File: src/sv/tccc_pkg.sv
`timescale 1ns / 1ps
// Shared types, codes and constants for the text console cursor controller.
// No dependencies; every other file refers to this package by scoped names.
package tccc_pkg;

    // input operations
    localparam logic [1:0] OP_PUT     = 2'd0;
    localparam logic [1:0] OP_CLEAR   = 2'd1;
    localparam logic [1:0] OP_ENABLE  = 2'd2;
    localparam logic [1:0] OP_DISABLE = 2'd3;

    // render commands
    localparam logic [1:0] CMD_INVERT = 2'd0;
    localparam logic [1:0] CMD_DRAW   = 2'd1;
    localparam logic [1:0] CMD_SCROLL = 2'd2;
    localparam logic [1:0] CMD_CLEAR  = 2'd3;

    // configuration register indexes
    localparam logic [1:0] REG_ACTIVE  = 2'd0;
    localparam logic [1:0] REG_COLUMNS = 2'd1;
    localparam logic [1:0] REG_ROWS    = 2'd2;

    localparam int CFG_IDX_W  = 2;
    localparam int CFG_DATA_W = 10;
    localparam int COLS_W     = 10;
    localparam int ROWS_W     = 9;

    localparam logic [COLS_W-1:0] COLUMNS_RST = 10'd80;
    localparam logic [ROWS_W-1:0] ROWS_RST    = 9'd25;

    localparam int MAX_COLUMNS_DEF = 512;
    localparam int MAX_ROWS_DEF    = 256;

    // character codes
    localparam logic [7:0] CHAR_BS = 8'd8;
    localparam logic [7:0] CHAR_LF = 8'd10;
    localparam logic [7:0] CHAR_CR = 8'd13;
    localparam logic [7:0] PRINT_LO = 8'd32;
    localparam logic [7:0] PRINT_HI = 8'd127;

    localparam logic [6:0] GLYPH_SPACE   = 7'd32;
    localparam logic [6:0] GLYPH_UNKNOWN = 7'd63;

    localparam int CELL_COL_W = 9;
    localparam int CELL_ROW_W = 8;
    localparam int GLYPH_W    = 7;
    localparam int SLOTS      = 4;
    localparam int SLOT_IDX_W = 2;
    localparam int SLOT_CNT_W = 3;

    typedef struct packed {
        logic                  active;
        logic [COLS_W-1:0]     columns;
        logic [ROWS_W-1:0]     rows;
    } cfg_t;

    typedef struct packed {
        logic [1:0]            cmd;
        logic [CELL_COL_W-1:0] col;
        logic [CELL_ROW_W-1:0] row;
        logic [GLYPH_W-1:0]    glyph;
    } cmd_t;

    typedef struct packed {
        cmd_t [SLOTS-1:0]      slot;
        logic [SLOT_CNT_W-1:0] count;
    } bundle_t;

endpackage

File: src/sv/text_console_cursor_controller.sv
`timescale 1ns / 1ps
// Text console cursor controller: top level with configuration registers.
// The first command of an item passes the input register, the command list buffer and the output register.
// Throughput: one item per cycle while each causes at most one command and m_tready is high;
// an item causing n commands (n <= 4) holds the result channel, one command a cycle while m_tready is high.
// Reset (aresetn, synchronous): cursor at 0,0, enabled, hidden; console inactive, 80x25.
module text_console_cursor_controller #(
    parameter int MAX_COLUMNS = tccc_pkg::MAX_COLUMNS_DEF,
    parameter int MAX_ROWS    = tccc_pkg::MAX_ROWS_DEF
) (
    input  logic                              aclk,
    input  logic                              aresetn,
    input  logic                              s_tvalid,
    output logic                              s_tready,
    input  logic [7:0]                        s_tdata,   // [7:0] char_code
    input  logic [1:0]                        s_tuser,   // [1:0] operation
    output logic                              m_tvalid,
    input  logic                              m_tready,
    output logic [23:0]                       m_tdata,   // [8:0] cell_column, [16:9] cell_row,
                                                         // [23:17] glyph
    output logic [1:0]                        m_tuser,   // [1:0] command
    output logic                              m_tlast,
    input  logic                              cfg_valid,
    output logic                              cfg_ready,
    input  logic [tccc_pkg::CFG_IDX_W-1:0]    cfg_index,
    input  logic [tccc_pkg::CFG_DATA_W-1:0]   cfg_data
);

    tccc_pkg::cfg_t    cfg_reg;
    tccc_pkg::bundle_t bundle;
    logic              push;
    logic              bundle_ready;

    assign cfg_ready = 1'b1;

    always_ff @(posedge aclk) begin
        if (!aresetn) begin
            cfg_reg.active  <= 1'b0;
            cfg_reg.columns <= tccc_pkg::COLUMNS_RST;
            cfg_reg.rows    <= tccc_pkg::ROWS_RST;
        end else if (cfg_valid && cfg_ready) begin
            case (cfg_index)
                tccc_pkg::REG_ACTIVE:  cfg_reg.active  <= cfg_data[0];
                tccc_pkg::REG_COLUMNS: cfg_reg.columns <= cfg_data[tccc_pkg::COLS_W-1:0];
                tccc_pkg::REG_ROWS:    cfg_reg.rows    <= cfg_data[tccc_pkg::ROWS_W-1:0];
                default: begin
                end
            endcase
        end
    end

    tccc_core #(
        .MAX_COLUMNS (MAX_COLUMNS),
        .MAX_ROWS    (MAX_ROWS)
    ) u_core (
        .aclk         (aclk),
        .aresetn      (aresetn),
        .cfg          (cfg_reg),
        .s_tvalid     (s_tvalid),
        .s_tready     (s_tready),
        .s_op         (s_tuser),
        .s_char       (s_tdata),
        .bundle       (bundle),
        .push         (push),
        .bundle_ready (bundle_ready)
    );

    tccc_emit u_emit (
        .aclk         (aclk),
        .aresetn      (aresetn),
        .bundle       (bundle),
        .push         (push),
        .bundle_ready (bundle_ready),
        .m_tvalid     (m_tvalid),
        .m_tready     (m_tready),
        .m_tdata      (m_tdata),
        .m_tuser      (m_tuser),
        .m_tlast      (m_tlast)
    );

`ifndef SYNTHESIS
    a_push_free: assert property (@(posedge aclk) disable iff (!aresetn)
        push |-> bundle_ready)
        else $error("command list pushed into a full buffer");

    a_push_count: assert property (@(posedge aclk) disable iff (!aresetn)
        push |-> (bundle.count != 3'd0 && bundle.count <= 3'd4))
        else $error("command list count out of range");

    a_clear_blank: assert property (@(posedge aclk) disable iff (!aresetn)
        (m_tvalid && (m_tuser == tccc_pkg::CMD_CLEAR || m_tuser == tccc_pkg::CMD_SCROLL))
        |-> (m_tdata == 24'd0))
        else $error("scroll or clear carries a cell or glyph");

    a_glyph_draw: assert property (@(posedge aclk) disable iff (!aresetn)
        (m_tvalid && m_tuser == tccc_pkg::CMD_INVERT) |-> (m_tdata[23:17] == 7'd0))
        else $error("invert carries a glyph");
`endif

endmodule

File: src/sv/tccc_core.sv
`timescale 1ns / 1ps
// Input register, cursor state and the per-item command list builder.
// Depends on tccc_pkg; feeds its command list to tccc_emit.
module tccc_core #(
    parameter int MAX_COLUMNS = tccc_pkg::MAX_COLUMNS_DEF,
    parameter int MAX_ROWS    = tccc_pkg::MAX_ROWS_DEF
) (
    input  logic              aclk,
    input  logic              aresetn,
    input  tccc_pkg::cfg_t    cfg,
    input  logic              s_tvalid,
    output logic              s_tready,
    input  logic [1:0]        s_op,
    input  logic [7:0]        s_char,
    output tccc_pkg::bundle_t bundle,
    output logic              push,
    input  logic              bundle_ready
);

    localparam int ColLim = (MAX_COLUMNS < 1023) ? MAX_COLUMNS : 1023;
    localparam int RowLim = (MAX_ROWS < 511) ? MAX_ROWS : 511;
    localparam int ColW   = (ColLim > 1) ? $clog2(ColLim) : 1;
    localparam int RowW   = (RowLim > 1) ? $clog2(RowLim) : 1;
    localparam logic [tccc_pkg::COLS_W-1:0] ColCap = tccc_pkg::COLS_W'(ColLim);
    localparam logic [tccc_pkg::ROWS_W-1:0] RowCap = tccc_pkg::ROWS_W'(RowLim);

    logic            in_valid_reg;
    logic [1:0]      in_op_reg;
    logic [7:0]      in_char_reg;
    logic [ColW-1:0] col_reg, col_next;
    logic [RowW-1:0] row_reg, row_next;
    logic            enabled_reg, enabled_next;
    logic            visible_reg, visible_next;
    logic            take;

    tccc_pkg::cmd_t [tccc_pkg::SLOTS-1:0] cand;
    logic [tccc_pkg::SLOTS-1:0]           cand_en;

    assign take     = in_valid_reg && bundle_ready;
    assign s_tready = !in_valid_reg || take;

    always_comb begin
        logic [tccc_pkg::COLS_W-1:0]     eff_cols;
        logic [tccc_pkg::ROWS_W-1:0]     eff_rows;
        logic [ColW:0]                   col_inc;
        logic [RowW:0]                   row_inc;
        logic                            col_wrap;
        logic                            row_full;
        logic [ColW-1:0]                 col_bs;
        logic [tccc_pkg::GLYPH_W-1:0]    glyph_map;
        logic [tccc_pkg::SLOT_CNT_W-1:0] cnt;

        eff_cols  = (cfg.columns < ColCap) ? cfg.columns : ColCap;
        eff_rows  = (cfg.rows < RowCap) ? cfg.rows : RowCap;
        col_inc   = {1'b0, col_reg} + 1'b1;
        row_inc   = {1'b0, row_reg} + 1'b1;
        col_wrap  = 11'(col_inc) >= 11'(eff_cols);
        row_full  = 10'(row_inc) >= 10'(eff_rows);
        col_bs    = (col_reg != '0) ? col_reg - 1'b1 : col_reg;
        glyph_map = (in_char_reg < tccc_pkg::PRINT_LO || in_char_reg > tccc_pkg::PRINT_HI)
                  ? tccc_pkg::GLYPH_UNKNOWN : in_char_reg[6:0];

        col_next     = col_reg;
        row_next     = row_reg;
        enabled_next = enabled_reg;
        visible_next = visible_reg;
        cand         = '0;
        cand_en      = '0;

        // hide at the old cell
        cand[0].cmd = tccc_pkg::CMD_INVERT;
        cand[0].col = tccc_pkg::CELL_COL_W'(col_reg);
        cand[0].row = tccc_pkg::CELL_ROW_W'(row_reg);
        cand[2].cmd = tccc_pkg::CMD_SCROLL;
        cand[3].cmd = tccc_pkg::CMD_INVERT;

        case (in_op_reg)
            tccc_pkg::OP_PUT: begin
                if (cfg.active) begin
                    cand_en[0] = enabled_reg && visible_reg;
                    cand[1].cmd = tccc_pkg::CMD_DRAW;
                    cand[1].row = tccc_pkg::CELL_ROW_W'(row_reg);
                    case (in_char_reg)
                        tccc_pkg::CHAR_CR: begin
                        end
                        tccc_pkg::CHAR_LF: begin
                            col_next   = '0;
                            cand_en[2] = row_full;
                            row_next   = row_full ? row_reg : RowW'(row_inc);
                        end
                        tccc_pkg::CHAR_BS: begin
                            cand_en[1]    = 1'b1;
                            cand[1].col   = tccc_pkg::CELL_COL_W'(col_bs);
                            cand[1].glyph = tccc_pkg::GLYPH_SPACE;
                            col_next      = col_bs;
                        end
                        default: begin
                            cand_en[1]    = 1'b1;
                            cand[1].col   = tccc_pkg::CELL_COL_W'(col_reg);
                            cand[1].glyph = glyph_map;
                            if (col_wrap) begin
                                col_next   = '0;
                                cand_en[2] = row_full;
                                row_next   = row_full ? row_reg : RowW'(row_inc);
                            end else begin
                                col_next = ColW'(col_inc);
                            end
                        end
                    endcase
                    if (enabled_reg) begin
                        cand_en[3]   = 1'b1;
                        visible_next = 1'b1;
                    end
                end
            end
            tccc_pkg::OP_CLEAR: begin
                if (cfg.active) begin
                    cand_en[1]   = 1'b1;
                    cand[1].cmd  = tccc_pkg::CMD_CLEAR;
                    col_next     = '0;
                    row_next     = '0;
                    cand_en[3]   = enabled_reg;
                    visible_next = enabled_reg;
                end
            end
            tccc_pkg::OP_ENABLE: begin
                enabled_next = 1'b1;
                if (!visible_reg) begin
                    cand_en[3]   = cfg.active;
                    visible_next = 1'b1;
                end
            end
            default: begin
                if (enabled_reg && visible_reg) begin
                    cand_en[0]   = cfg.active;
                    visible_next = 1'b0;
                end
                enabled_next = 1'b0;
            end
        endcase

        // show at the new cell
        cand[3].col = tccc_pkg::CELL_COL_W'(col_next);
        cand[3].row = tccc_pkg::CELL_ROW_W'(row_next);

        // pack the enabled commands in order
        bundle.slot = '0;
        cnt         = '0;
        for (int i = 0; i < tccc_pkg::SLOTS; i++) begin
            if (cand_en[i]) begin
                bundle.slot[cnt[tccc_pkg::SLOT_IDX_W-1:0]] = cand[i];
                cnt = cnt + 1'b1;
            end
        end
        bundle.count = cnt;
    end

    assign push = take && (bundle.count != '0);

    always_ff @(posedge aclk) begin
        if (!aresetn) begin
            in_valid_reg <= 1'b0;
            col_reg      <= '0;
            row_reg      <= '0;
            enabled_reg  <= 1'b1;
            visible_reg  <= 1'b0;
        end else begin
            if (s_tready) begin
                in_valid_reg <= s_tvalid;
            end
            if (take) begin
                col_reg     <= col_next;
                row_reg     <= row_next;
                enabled_reg <= enabled_next;
                visible_reg <= visible_next;
            end
        end
    end

    always_ff @(posedge aclk) begin
        if (s_tready && s_tvalid) begin
            in_op_reg   <= s_op;
            in_char_reg <= s_char;
        end
    end

endmodule

File: src/sv/tccc_emit.sv
`timescale 1ns / 1ps
// Command list buffer and output register; sends one command per cycle while m_tready is high.
// Depends on tccc_pkg; takes its command lists from tccc_core.
module tccc_emit (
    input  logic                                aclk,
    input  logic                                aresetn,
    input  tccc_pkg::bundle_t                   bundle,
    input  logic                                push,
    output logic                                bundle_ready,
    output logic                                m_tvalid,
    input  logic                                m_tready,
    output logic [tccc_pkg::CELL_COL_W+tccc_pkg::CELL_ROW_W+tccc_pkg::GLYPH_W-1:0] m_tdata,
    output logic [1:0]                          m_tuser,
    output logic                                m_tlast
);

    tccc_pkg::bundle_t                 bundle_reg;
    logic                              bvalid_reg;
    logic [tccc_pkg::SLOT_IDX_W-1:0]   idx_reg;
    logic                              m_valid_reg;
    tccc_pkg::cmd_t                    m_cmd_reg;
    logic                              m_last_reg;
    logic                              out_free;
    logic                              load;
    logic                              bundle_last;

    assign out_free     = !m_valid_reg || m_tready;
    assign load         = bvalid_reg && out_free;
    assign bundle_last  = tccc_pkg::SLOT_CNT_W'(idx_reg) == (bundle_reg.count - 1'b1);
    assign bundle_ready = !bvalid_reg || (load && bundle_last);

    always_ff @(posedge aclk) begin
        if (!aresetn) begin
            bvalid_reg  <= 1'b0;
            idx_reg     <= '0;
            m_valid_reg <= 1'b0;
        end else begin
            if (push) begin
                bvalid_reg <= 1'b1;
                idx_reg    <= '0;
            end else if (load) begin
                if (bundle_last) begin
                    bvalid_reg <= 1'b0;
                end
                idx_reg <= idx_reg + 1'b1;
            end
            if (load) begin
                m_valid_reg <= 1'b1;
            end else if (m_tready) begin
                m_valid_reg <= 1'b0;
            end
        end
    end

    always_ff @(posedge aclk) begin
        if (push) begin
            bundle_reg <= bundle;
        end
        if (load) begin
            m_cmd_reg  <= bundle_reg.slot[idx_reg];
            m_last_reg <= bundle_last;
        end
    end

    assign m_tvalid = m_valid_reg;
    assign m_tuser  = m_cmd_reg.cmd;
    assign m_tdata  = {m_cmd_reg.glyph, m_cmd_reg.row, m_cmd_reg.col};
    assign m_tlast  = m_last_reg;

endmodule
File: config.mk
export PLATFORM = sky130hd
export DESIGN_NAME = text_console_cursor_controller
export DESIGN_NICKNAME = d
export VERILOG_FILES = /design/src/sv/tccc_pkg.sv /design/src/sv/text_console_cursor_controller.sv /design/src/sv/tccc_core.sv /design/src/sv/tccc_emit.sv
export SDC_FILE = /design/constraint.sdc
export NUM_CORES = 1
export LEC_CHECK = 0
export BUFFER_PORTS_ARGS = -buffer_cell sky130_fd_sc_hd__buf_2
export CORE_ASPECT_RATIO = 1.25
export CORE_MARGIN = 2
export CORE_UTILIZATION = 39
export CTS_CLUSTER_SIZE = 25
export DETAILED_ROUTE_END_ITERATION = 10
export GPL_TIMING_DRIVEN = 0
export HOLD_SLACK_MARGIN = 0.06
export PLACE_DENSITY = 0.62
export SYNTH_ARGS = -nofsm -noshare
export SYNTH_HDL_FRONTEND = slang
export SYNTH_HIERARCHICAL = 1
export SYNTH_SLANG_ARGS = --single-unit
File: constraint.sdc
create_clock -name aclk -period 11.4 [get_ports aclk]
set_clock_uncertainty 0.05 [all_clocks]
set_input_delay 2.28 -clock aclk [delete_from_list [all_inputs] [get_ports aclk]]
set_output_delay 2.28 -clock aclk [all_outputs]
set_load 0.02 [all_outputs]
* Word level (Yosys, flattened, before mapping)
Cells that the tools add are included.
** Storage, ports and cells
- Output and inout port bits :: 30
- Bits in registers :: 188
- Word-level logic and storage cells :: 170
- Input bits :: 27
** Cells by class
- Reduce and logical (&&, ||, !) cells :: 35
- Equal/unequal tests :: 11
- Magnitude comparators :: 13
- Add/sub/neg operators :: 8
- Muxes and demuxes :: 63
- Bitwise operators :: 5
** Operators with widths (number)
- $mux W104 :: 3
- $bwmux W104 :: 2
- $demux W26 S2 :: 3
- $mux W26 :: 4
- $and A100 B100 Y100 :: 1
- $not A100 Y100 :: 1
- $bmux W26 S2 :: 1
- $mux W24 :: 2
- $mux W9 :: 5
- $pmux W9 S2 :: 2
- $mux W8 :: 4
- $pmux W8 S2 :: 2
- $pmux W9 S3 :: 1
- $mux W25 :: 1
- $eq A8 B4 Y1 const B :: 3
- $mux W1 :: 18
- $pmux W7 S2 :: 1
- $add A9 B1 Y10 const B :: 1
- $ge A10 B10 Y1 :: 1
- $lt A10 B10 Y1 const B :: 1
- $mux W10 :: 1
- $reduce_and A2 Y1 :: 5
- $reduce_or A2 Y1 :: 5
- $add A8 B1 Y9 const B :: 1
- 36 further kinds :: 66

* Depth between registers and ports, before layout
- Depth in word-level cells :: 19
- Gate-level depth with buffers :: 22
- Gate-level depth less buffers :: 20

* Modules after synthesis
The synthesis kept the hierarchy.
** Modules (own cells, without submodules)
- tccc_emit :: area an instance 4898.4 um^2, instances 1, cells an instance 195, sequential area each 4103.9 um^2
- tccc_core :: area an instance 3933.8 um^2, instances 1, cells an instance 558, sequential area each 700.7 um^2
- text_console_cursor_controller :: area an instance 817.0 um^2, instances 1, cells an instance 84, sequential area each 400.4 um^2

* Least setup slack after synthesis
No wires, ideal clock.
- Path type :: register -> register
- Start point :: register u_core.row_reg[2]
- End point :: register u_emit.bvalid_reg
- Setup slack :: 1.951 ns
- Path buffers :: 2
- Library setup time :: 0.095 ns
- Data arrival time :: 9.304 ns
- Required time :: 11.255 ns
- Stages on the path, launching flop included :: 23
- Clock period less this slack :: 9.449 ns
- Path through :: dfxtp_1 > clkbuf_1 > and3_1 > and3_1 > and3_1 > xor2_1 > ha_1 > nand2_1 > nor2_1 > a211oi_1 > o21ai_0 > and3_1 > buf_6 > xnor2_1 > inv_1 > ha_1 > inv_1 > ha_1 > nand2_1 > o211ai_1 > a21oi_1 > o21ai_0 > a31oi_1
** On the way
- Word-level cells in the longest chain between the ends :: 13
- Elaborated cells between the ends (all ways) :: 15
- Classes of those cells :: 2 x add/sub; 1 x order compare; 7 x mux; 5 x reduce/logical
** Ends and longest elaborated chain
- start: declaration :: RTL line tccc_core.sv:31 : logic [RowW-1:0] row_reg, row_next;
- start signal: assignment :: RTL line tccc_core.sv:173 : row_reg <= row_next;
- $add A8 B1 Y9 (*) :: RTL line tccc_core.sv:56 : row_inc = {1'b0, row_reg} + 1'b1;
- $ge A9 B9 Y1 (*) :: RTL line tccc_core.sv:58 : row_full = 10'(row_inc) >= 10'(eff_rows);
- $mux W1 :: RTL line tccc_core.sv:101 : if (col_wrap) begin
- $pmux W1 S2 (*) :: RTL line tccc_core.sv:83 : case (in_char_reg)
- $mux W4 (*) :: RTL line tccc_core.sv:79 : if (cfg.active) begin
- $mux W1 (*) :: RTL line tccc_core.sv:77 : case (in_op_reg)
- $mux W3 (*) :: RTL line tccc_core.sv:150 : if (cand_en[i]) begin
- $add A3 B1 Y3 :: RTL line tccc_core.sv:152 : cnt = cnt + 1'b1;
- $mux W3 (*) :: RTL line tccc_core.sv:150
- $reduce_bool A3 Y1 (*) :: RTL line tccc_core.sv:158 : assign push = take && (bundle.count != '0);
- $logic_and A1 B1 Y1 (*) :: RTL line tccc_core.sv:158
- named net push :: RTL line text_console_cursor_controller.sv:31 : logic push;
- $reduce_bool A2 Y1 (no source line)
- $reduce_and A2 Y1 (no source line)
- end signal: assignment :: RTL line tccc_emit.sv:34 : bvalid_reg <= 1'b0;
- end signal: assignment :: RTL line tccc_emit.sv:39 : bvalid_reg <= 1'b1;
- end signal: assignment :: RTL line tccc_emit.sv:43 : bvalid_reg <= 1'b0;
- end: declaration :: RTL line tccc_emit.sv:18 : logic bvalid_reg;
Mark *: on every way through the listed nets, which the timed path passes. The rest lies on a longest branch.
A chain may end at the register's enable or synchronous reset.

* Worst setup path in the final report
- Start point :: register u_core.row_reg[2]
- End point :: register u_emit/idx_reg[1] (netlist name)
** On the way
- Word-level cells in the longest chain between the ends :: 12
** Ends and longest elaborated chain
- $add A8 B1 Y9 (*) :: RTL line tccc_core.sv:56
- $ge A9 B9 Y1 (*) :: RTL line tccc_core.sv:58
- $mux W1 :: RTL line tccc_core.sv:101
- $pmux W1 S2 (*) :: RTL line tccc_core.sv:83
- $mux W4 (*) :: RTL line tccc_core.sv:79
- $mux W1 (*) :: RTL line tccc_core.sv:77
- $mux W3 (*) :: RTL line tccc_core.sv:150
- $add A3 B1 Y3 :: RTL line tccc_core.sv:152
- $mux W3 (*) :: RTL line tccc_core.sv:150
- $reduce_bool A3 Y1 (*) :: RTL line tccc_core.sv:158
- $logic_and A1 B1 Y1 (*) :: RTL line tccc_core.sv:158
- named net push :: RTL line text_console_cursor_controller.sv:31
- $reduce_or A2 Y1 (no source line) (*)
- end signal: assignment :: RTL line tccc_emit.sv:45 : idx_reg <= idx_reg + 1'b1;
- end: declaration :: RTL line tccc_emit.sv:19 : logic [tccc_pkg::SLOT_IDX_W-1:0] idx_reg;
Marks and branches as above.

==> run_results.csv <==
group,metric,value,unit
sta,rsz0062_at_grt,"false",
cts,numCtsBuffers,17,
pwr,power_density,132,nW/um^2
placement,portBuffers,55,
cts,htree_levels,4,
setup_path,cp_data_arrival_time,6050,ps
finish,antenna_cells,0,
synthesis,ys_warn_count,6,
cts,cts_root_buf,"clkbuf_16",
synthesis,synth.avg_cell_area,11.5,sq um
placement,gp_congestion,0.907,
cts,clk_path_buf_depth,2,
drt,drtIter0Drc,564,
run,maxCapViolations,0,
finish,area_growth,15.0,%
floorplan,die_h,180,um
grt,grt_pass1_wl,35500,um
cts,cts_sinks,188,
setup_path,cp-start-kind,"flop",
synthesis,synth_compound_area_share,12.3,%
grt,grt-ovfl-total,0,
pwr,max-vdd-ir-drop,0.000102,V
cts,clk_pin_slew,80,ps
sta,maxSlewViolCount,0,
finish,fill_cells,2275,
setup_path,path_common_cell,"and3_1",
synthesis,synth-adder-area-share,3.76,%
synthesis,synth_sequential_area_ratio,53.9,%
finish,final_nets,986,
drt,drc,0,
setup_path,critical_path_class,"flop to flop",
floorplan,dieWidth,145,um
cts,cts_resized,0,
grt,grt_max_degree,34,
floorplan,die_area,26000,sq um
synthesis,ys.flop_type,"edfxtp_1",
setup_path,crit_path_top_delay_cell,"a21oi_4",
synthesis,synthMuxAreaShare,8.75,%
setup_path,crit_fanout,33,
cts,cts-hold-fix-buffers,0,
finish,stdcell_count,1273,
setup_path,crit_buf_inv,6,
setup_path,crit_path_cell_trace,"clkbuf_1 -> and3_1 -> and3_1 -> and3_1 -> xor2_1 -> ha_1 -> nand2_1 -> nor2_1 -> a211oi_1 -> o21ai_0 -> and3_1 -> buf_6 -> xnor2_1 -> inv_1 -> ha_1 -> inv_1 -> ha_1 -> nand2_1 -> o211ai_1 -> a21oi_4 -> buf_12 -> buf_12 -> nand2b_1 -> a21oi_1",
sta,finalCriticalPeriod,5780,ps
synthesis,syn-cell-area,9650,sq um
setup_path,cp-end-kind,"flop",
setup_path,slowest_delay,710,ps
cts,cts_tree,"done",
placement,dp.cells,1241,
hold_path,hold_path.class,"flop to flop",
pwr,p_leak,3.92,nW
sta,fmax,173,MHz
sta,tightestPinTransition,1040,ps
synthesis,ys_ff_latch,188,
sta,hold_viol,0,
cts,cts_setup_buffers,0,
drt,drt-pass1-iter-count,5,
grt,grt_pass1_vias,6494,
sta,finalWorstSetupSlack,5620,ps
grt,antenna_found_initial,0,
finish,drive_gt1_share,18.5,%
synthesis,postSynthCellCount,837,
synthesis,ys_types,75,
floorplan,ios,57,
setup_path,cp.required,11670,ps
grt,grt_util_all_layers,17.9,%
outcome,status,"finished, final reports clean",
synthesis,async_flop_share,0,%
synthesis,yosys.area_share.xor_xnor,1.98,%
sta,max-slew-margin-rel,29.9,%
drt,avgRoutedWirePerCell,17.5,um
drt,wl,22300,um
synthesis,synth_top_family_by_area,"simple AND/OR/NAND/NOR gates",
floorplan,core.rowCount,64,
finish,fin_util,45.5,%
cts,clock_latency,440,ps
synthesis,synth-edff-count,144,
drt,vias,6752,
placement,hpwlAfterDp,16500,um
drt,avgViaCountPerCell,5.30,
floorplan,initial_core_util,39.5,%
placement,pre_cts_ws,5660,ps
floorplan,core_area,24400,sq um
sta,min_period_over_period,50.7,%
setup_path,crit_family,"simple AND/OR/NAND/NOR gates",
sta,setup_violations,0,
finish,largest_register_ffs,107,
synthesis,yosys.area_share.simple,14.2,%
drt,drtAntennaViolNets,0,
==> area by class of cell <==
| cell class | instances | area, sq um | share of cell area [%] |
|---|---|---|---|
| Sequential cell | 188 | 5200 | 46.9 |
| Multi-Input combinational cell | 571 | 4040 | 36.4 |
| Clock buffer | 17 | 425 | 3.83 |
| Tap cell | 330 | 413 | 3.72 |
| Buffer | 66 | 377 | 3.39 |
| Timing Repair Buffer | 59 | 370 | 3.34 |
| Clock inverter | 15 | 173 | 1.56 |
| Inverter | 27 | 101 | 0.913 |
==> metrics by stage <==
| step | setup TNS (ps) | total power [mW] | instance area (sq um) | hold WS (ps) |
|---|---|---|---|---|
| 2_1_floorplan | 0 | 0.842 | 9710 | 380 |
| 3_3_place_gp | -55270 | 0.874 | 10400 | 394 |
| 5_1_grt | 0 | 1.52 | 11100 | 436 |
| 3_5_place_dp | 0 | 0.875 | 10500 | 401 |
| 6_report | 0 | 1.47 | 11100 | 411 |
| 4_1_cts | 0 | 1.49 | 11100 | 414 |
==> worst paths after layout <==
path                                          to  slack, ps                            from  cells after the start
hold / removal           cfg_reg[9]$_SDFFE_PN0P_        410         cfg_reg[9]$_SDFFE_PN0P_                      2
hold reg to reg          cfg_reg[9]$_SDFFE_PN0P_        410         cfg_reg[9]$_SDFFE_PN0P_                      2
setup / recovery  u_emit/idx_reg[1]$_SDFFE_PP0P_       5620  u_core/row_reg[2]$_SDFFE_PN0P_                     24
setup reg to reg  u_emit/idx_reg[1]$_SDFFE_PP0P_       5620  u_core/row_reg[2]$_SDFFE_PN0P_                     24
==> layout by cell type (no fill, tap or decap), types with 7 or more instances in the layout <==
cell       count
nor2b_1       14
o21ai_0       37
inv_1         23
mux2i_1       21
o211ai_1       7
edfxtp_1     144
clkbuf_16     17
a21oi_1       43
nand2b_1       9
nor2_1        76
a211oi_1       9
nand4_1        7
ha_1          29
buf_4         17
a31oi_1        8
dfxtp_1       44
mux4_2        26
clkbuf_1      35
o22ai_1       17
o2bb2ai_1     15
nand3_1       13
nor3_1        16
and3_1        18
xor2_1        10
xnor2_1       10
nand2_1       80
conb_1        17
buf_2         61
==> layer usage <==
layer | vias to the layer above | share of wire [%] | track usage [%]
li1 | 3298 | - | -
met1 | 3251 | 45 | 23.8
met2 | 176 | 49 | 29.2
met3 | 27 | 4.2 | 3.25
met4 | 0 | 2.3 | 6.25
met5 | - | 0 | 0
==> tightest hold or removal path, cell delays in order (launching register included) <==
cell     delay [ps]
dfxtp_1         310
nand2_1          50
mux2i_1          50
==> logic make-up (layout without fill, tap and decap cells) <==
group / count (synthesis) / after routing
other: 2 / 17
buffers and inverters: 93 / 184
muxes: 51 / 51
DFF: 188 / 188
adders and majority gates: 29 / 29
and+or+nand+nor: 275 / 275
xor gates and xnor gates: 21 / 21
AOI/OAI and AO/OA: 178 / 178
==> cell usage after synthesis (all sizes together), types with 17 or more instances <==
cell type	instances	area share [%]
clkbuf	36	1.4
edfxtp	144	45
o21ai	39	2.1
ha	29	3.8
mux4	26	6.1
nor2	77	3.0
mux2i	21	2.2
inv	24	0.93
a21oi	44	2.3
buf	30	2.5
o22ai	17	1.1
nand2	80	3.1
dfxtp	44	9.1
nor3	21	1.3
and3	18	1.2
==> report_power, final <==
group          total [mW]  switching, mW  internal, mW
logic               0.111         0.0695        0.0410
registers           0.750        0.00714         0.743
clock network       0.608          0.276         0.332
Power figures use the tool's default switching activity.
